===== config.mk =====
export PLATFORM = sky130hd
export DESIGN_NAME = sma_floor_div
export DESIGN_NICKNAME = d
export VERILOG_FILES = /design/src/hw/rtl/sma_pkg.sv /design/src/hw/rtl/sma_floor_div.sv
export SDC_FILE = /design/constraint.sdc
export NUM_CORES = 2
export LEC_CHECK = 0
export BUFFER_PORTS_ARGS = -buffer_cell sky130_fd_sc_hd__buf_2
export CAP_MARGIN = 20
export CORE_UTILIZATION = 65
export CTS_CLUSTER_SIZE = 25
export DETAILED_ROUTE_END_ITERATION = 8
export GPL_TIMING_DRIVEN = 0
export PLACE_DENSITY = 0.87
export SYNTH_ARGS = -nofsm -noshare
export SYNTH_HDL_FRONTEND = slang
export SYNTH_SLANG_ARGS = --single-unit

===== constraint.sdc =====
create_clock -name clk -period 18.85 [get_ports clk]
set_input_delay 3.77 -clock clk [delete_from_list [all_inputs] [get_ports clk]]
set_output_delay 3.77 -clock clk [all_outputs]
set_load 0.1 [all_outputs]

===== src/hw/rtl/sma_pkg.sv =====
package sma_pkg;

  typedef enum logic [1:0] {
    KIND_ADD   = 2'd0,
    KIND_SUB   = 2'd1,
    KIND_SCALE = 2'd2,
    KIND_CMP   = 2'd3
  } kind_t;

  localparam logic [19:0] USEC_PER_SEC = 20'd1000000;

  // 1000000 = 2^6 * 15625: shift off six bits, then divide by 15625
  localparam int          LOW_BITS    = 6;
  localparam logic [13:0] SUB_DIVISOR = 14'd15625;
  // floor(2^45 / 15625); the estimate is low by at most one
  localparam logic [31:0] RECIP       = 32'd2251799813;
  localparam int          RECIP_SHIFT = 45;

  // front stage result, one item
  typedef struct packed {
    kind_t        kind;
    logic         less;
    logic         equal;
    logic [64:0]  pp_lo;   // signed, a_seconds[31:0] * scale_count
    logic [63:0]  pp_hi;   // signed, a_seconds[63:32] * scale_count
    logic [64:0]  addsub;  // signed, a_seconds +/- b_seconds
    logic [50:0]  mag;     // magnitude of the microsecond total
    logic         neg;     // microsecond total is negative
  } front_t;

  // seconds path, aligned with the divider output
  typedef struct packed {
    kind_t        kind;
    logic         less;
    logic         equal;
    logic [97:0]  base;    // signed exact seconds before the carry
  } sec_t;

endpackage


===== src/hw/rtl/sma_floor_div.sv =====
module sma_floor_div (
  input  logic        clk,
  input  logic        adv,
  input  logic [50:0] mag,
  input  logic        neg,
  output logic [33:0] quot,
  output logic [19:0] rem
);

  localparam int LB = sma_pkg::LOW_BITS;

  logic [44:0]   v;
  logic [63:0]   p_lo;
  logic [44:0]   p_hi;
  logic [76:0]   prod;
  logic [15:0]   t;
  logic [15:0]   rv;
  logic [15:0]   rv_fix;
  logic          fix;
  logic [19:0]   ru;
  logic [33:0]   q_ext;

  // stage 2: partial products of the reciprocal multiply
  logic [63:0]   s2_plo;
  logic [44:0]   s2_phi;
  logic [15:0]   s2_v;
  logic [LB-1:0] s2_low;
  logic          s2_neg;
  // stage 3: quotient estimate
  logic [31:0]   s3_q;
  logic [15:0]   s3_v;
  logic [LB-1:0] s3_low;
  logic          s3_neg;
  // stage 4: corrected quotient and remainder
  logic [31:0]   s4_q;
  logic [13:0]   s4_rv;
  logic [LB-1:0] s4_low;
  logic          s4_neg;

  assign v    = mag[50:LB];
  assign p_lo = 64'(v[31:0]) * 64'(sma_pkg::RECIP);
  assign p_hi = 45'(v[44:32]) * 45'(sma_pkg::RECIP);
  assign prod = 77'(s2_plo) + {s2_phi, 32'b0};

  // remainder is below twice the divisor, so 16 low bits suffice
  assign t      = s3_q[15:0] * 16'(sma_pkg::SUB_DIVISOR);
  assign rv     = s3_v - t;
  assign fix    = rv >= 16'(sma_pkg::SUB_DIVISOR);
  assign rv_fix = rv - 16'(sma_pkg::SUB_DIVISOR);

  assign ru    = {s4_rv, s4_low};
  assign q_ext = {2'b00, s4_q};

  always_ff @(posedge clk) begin
    if (adv) begin
      s2_plo <= p_lo;
      s2_phi <= p_hi;
      s2_v   <= v[15:0];
      s2_low <= mag[LB-1:0];
      s2_neg <= neg;

      s3_q   <= prod[76:sma_pkg::RECIP_SHIFT];
      s3_v   <= s2_v;
      s3_low <= s2_low;
      s3_neg <= s2_neg;

      s4_q   <= fix ? s3_q + 32'd1 : s3_q;
      s4_rv  <= fix ? rv_fix[13:0] : rv[13:0];
      s4_low <= s3_low;
      s4_neg <= s3_neg;

      // negative total: borrow a second when a remainder is left
      if (s4_neg && (ru != 20'd0)) begin
        quot <= ~q_ext;
        rem  <= sma_pkg::USEC_PER_SEC - ru;
      end else if (s4_neg) begin
        quot <= 34'd0 - q_ext;
        rem  <= 20'd0;
      end else begin
        quot <= q_ext;
        rem  <= ru;
      end
    end
  end

endmodule


==> impl_metrics.env <==
export IMPL_row_count=85
export IMPL_die_w_microns=236
export IMPL_holdBufCountCts=0
export IMPL_cts_resized=0
export IMPL_cap_violations=0
export IMPL_max_freq_mhz=87.2
export IMPL_fin_skew_ps=34.5
export IMPL_grt_overflow=0
export IMPL_antenna_found_initial=1
export IMPL_cts_tree="yes"
export IMPL_synth_seq_cells=261
export IMPL_gp_congestion=0.949
export IMPL_syn_to_final_growth_pct=6.31
export IMPL_fin_crit_ps=11470
export IMPL_synth_cell_type_count=81
export IMPL_crit_chain="buf_2 -> inv_1 -> fa_1 -> fa_1 -> fa_1 -> fa_1 -> inv_1 -> fa_1 -> fa_1 -> fa_1 -> inv_1 -> fa_1 -> inv_1 -> ha_1 -> nand4_1 -> a211oi_1 -> o21ai_0 -> a211oi_1 -> o31ai_1 -> a41oi_1 -> o21ba_2 -> nand3_1 -> o21ai_0 -> xor2_1"
export IMPL_critPathLaunchType="input pin"
export IMPL_cp_slowest_stage_delay_ps=600
export IMPL_grt_usage=0.301
export IMPL_fp_dieH_microns=236
export IMPL_holdPathEnd="s3_v[8]$_DFFE_PP_"
export IMPL_clock_sinks=261
export IMPL_yosysMostFrequentCell="inv_1"
export IMPL_drv_slew=0
export IMPL_synth_area_leaders="fa_1 (28%), edfxtp_1 (22%), ha_1 (22%)"
export IMPL_clk_pin_slew_worst_paths_ps=60
export IMPL_drive_gt1_frac=0.0529
export IMPL_fill_cells=3673
export IMPL_setup_viol=0
export IMPL_seq_area_sq_mm=0.00784
export IMPL_synth_edff_count=261
export IMPL_clock_latency_ps=560
export IMPL_grt_pass1_vias=25800
export IMPL_grt_max_degree=133
export IMPL_min_path_cells=0
export IMPL_cp_max_fo=11
export IMPL_cts_max_level=1
export IMPL_worst_ep_required_time_ps=19130
export IMPL_hpwl_microns=68200
export IMPL_slew_headroom=0.362
export IMPL_wl_per_cell_microns=19.8
export IMPL_dieArea_sq_mm=0.0558
export IMPL_start_util=0.660
export IMPL_r2r_start="s3_q[1]$_DFFE_PP_"
export IMPL_yosysSeqAreaShare=0.220
export IMPL_cp_common_cell="fa_1"
export IMPL_first_pass_iters=5
export IMPL_cts_root_buffer="clkbuf_16"
export IMPL_synth_flop_cell="edfxtp_1"
export IMPL_core_area_sq_mm=0.0540
export IMPL_stdcell_count=4098
export IMPL_grt_pass1_wl_microns=131000
export IMPL_setup_tns_final_ps=0
export IMPL_ant_nets=0
export IMPL_placed_cells=4050
export IMPL_worst_r2r_setup_slack_ps=12250
export IMPL_crit_type="in -> reg"
export IMPL_worstSetupEndpointType="register"
export IMPL_crit_slowest_cell="fa_1"
export IMPL_synth_top_area_share=0.283
export IMPL_worst_r2r_endpoint="s4_q[11]$_DFFE_PP_"
export IMPL_placement_io_buffers=107
export IMPL_avgViaCountPerCell=5.85
export IMPL_netlist_area_sq_mm=0.0357
export IMPL_top_level_ports=108
export IMPL_rsz0062_at_grt="false"
export IMPL_min_from="s2_v[8]$_DFFE_PP_"
export IMPL_final_hold_violation_count=0
export IMPL_yosys_area_top_type="fa_1"
export IMPL_yosysWarnings=0
export IMPL_period_share=0.609
export IMPL_arrival_ps=11750
export IMPL_yosys_top_cells_count="inv_1 (799), ha_1 (614), fa_1 (504), edfxtp_1 (261), xnor2_1 (167)"
export IMPL_ys_async_sr_fraction=0
export IMPL_drcViolationCount=0
export IMPL_syn_area_per_cell_sq_um=11.0
export IMPL_drt_total_wl_microns=81300
export IMPL_cts_buffers=26
export IMPL_hold_path_class="reg -> reg"
export IMPL_nets=4554
export IMPL_clockBufferDepth=3
export IMPL_worstMarginPinSlew_ps=958
export IMPL_synthesis_nets=4418
export IMPL_outcome="finished clean"
export IMPL_drt_iter0_markers=1686
export IMPL_multi_input_comb_area_sq_mm=0.0247
export IMPL_rr_worst_depth=17
export IMPL_syn_inst=3246
export IMPL_vias=24000
export IMPL_postCtsSetupRepairBufs=0
export IMPL_antenna_cells=0
worst max-delay path by stage:
| stage | start | to | slack, ps | depth (start not counted) |
|---|---|---|---|---|
| after floorplan | mag[19] | s2_plo[62]$_DFFE_PP_ | 8690 | 25 |
| after global placement | mag[16] | s2_plo[62]$_DFFE_PP_ | 7170 | 24 |
| after detailed placement | mag[15] | s2_plo[63]$_DFFE_PP_ | 7020 | 24 |
| after CTS | mag[15] | s2_plo[63]$_DFFE_PP_ | 7540 | 24 |
| after global routing | mag[13] | s2_plo[63]$_DFFE_PP_ | 7310 | 24 |
| final | mag[15] | s2_plo[63]$_DFFE_PP_ | 7380 | 24 |
placed cells by master (no fill, tap or decap), types with 7 or more instances in the layout:
master | Yosys | layout
inv_1 | 799 | 799
ha_1 | 614 | 614
fa_1 | 504 | 504
edfxtp_1 | 261 | 261
xnor2_1 | 167 | 167
nand2_1 | 109 | 109
buf_2 | 1 | 107
a21oi_1 | 102 | 102
o21ai_0 | 86 | 86
nor2_1 | 75 | 75
a21o_1 | 69 | 69
xor2_1 | 68 | 68
nand3_1 | 48 | 48
nand4_1 | 39 | 39
clkbuf_16 | 0 | 26
o21a_1 | 22 | 22
a211oi_1 | 16 | 16
clkbuf_1 | 11 | 16
a31oi_1 | 16 | 16
nor2b_1 | 15 | 15
and3_1 | 15 | 15
nor3_1 | 15 | 15
nand2b_1 | 13 | 13
o31ai_1 | 13 | 13
o21bai_1 | 12 | 12
and4_1 | 9 | 9
or3_1 | 9 | 9
clkinv_1 | 0 | 9
or2_2 | 8 | 8
and2_1 | 8 | 8
o211ai_1 | 7 | 7
a21boi_0 | 7 | 7
layer usage:
metal / global-route usage / share of wire
met3: 0.0403 / 0.065
met2: 0.528 / 0.50
met1: 0.378 / 0.39
met5: 0 / 0.00016
met4: 0.121 / 0.044
sequential cells by signal (all words and copies together) (netlist names):
signal,count
s2_neg,1
s2_low,6
s3_neg,1
s3_low,6
s2_v,14
s2_plo,34
s4_rv,14
s4_q,32
s2_phi,45
s4_neg,1
s3_q,32
quot,33
s4_low,6
s3_v,16
rem,20
through the flow:
step           setup WS, ps  hold slack, ps   util  area (sq um)
2_1_floorplan          8690             400      -         35700
3_3_place_gp           7170             401  0.686         37100
3_5_place_dp           7020             405  0.687         37100
4_1_cts                7540             394  0.702         37900
5_1_grt                7310             405  0.702         37900
6_report               7380             396  0.702         37900
worst max-delay path, delay by kind of cell:
kind,cells,cell delay (ps)
buffers and inverters,5,820
adders and majority gates,9,4370
and+or+nand+nor,2,320
AOI/OAI and AO/OA,7,2050
xor gates and xnor gates,1,410
logic make-up (layout without fill, tap and decap cells):
family	after synthesis	after routing	share of synthesized area
compound gates	417	417	0.0782
buf+inv	818	974	0.0871
flops	261	261	0.220
xor+xnor	239	239	0.0601
simple gates	393	393	0.0565
fa+ha+maj	1118	1118	0.498
layout make-up:
class                      count  share of cell area
timing repair buffer         108              0.0151
tap                          696              0.0230
clock inverter                17             0.00363
inverter                     799              0.0791
clock buffer                  31              0.0177
sequential                   261               0.207
buffer                        19             0.00281
multi-input combinational   2167               0.652
Power is left out: the tool's default activity adds up to more than one toggle a clock period on the data nets, which glitch-free logic cannot reach.
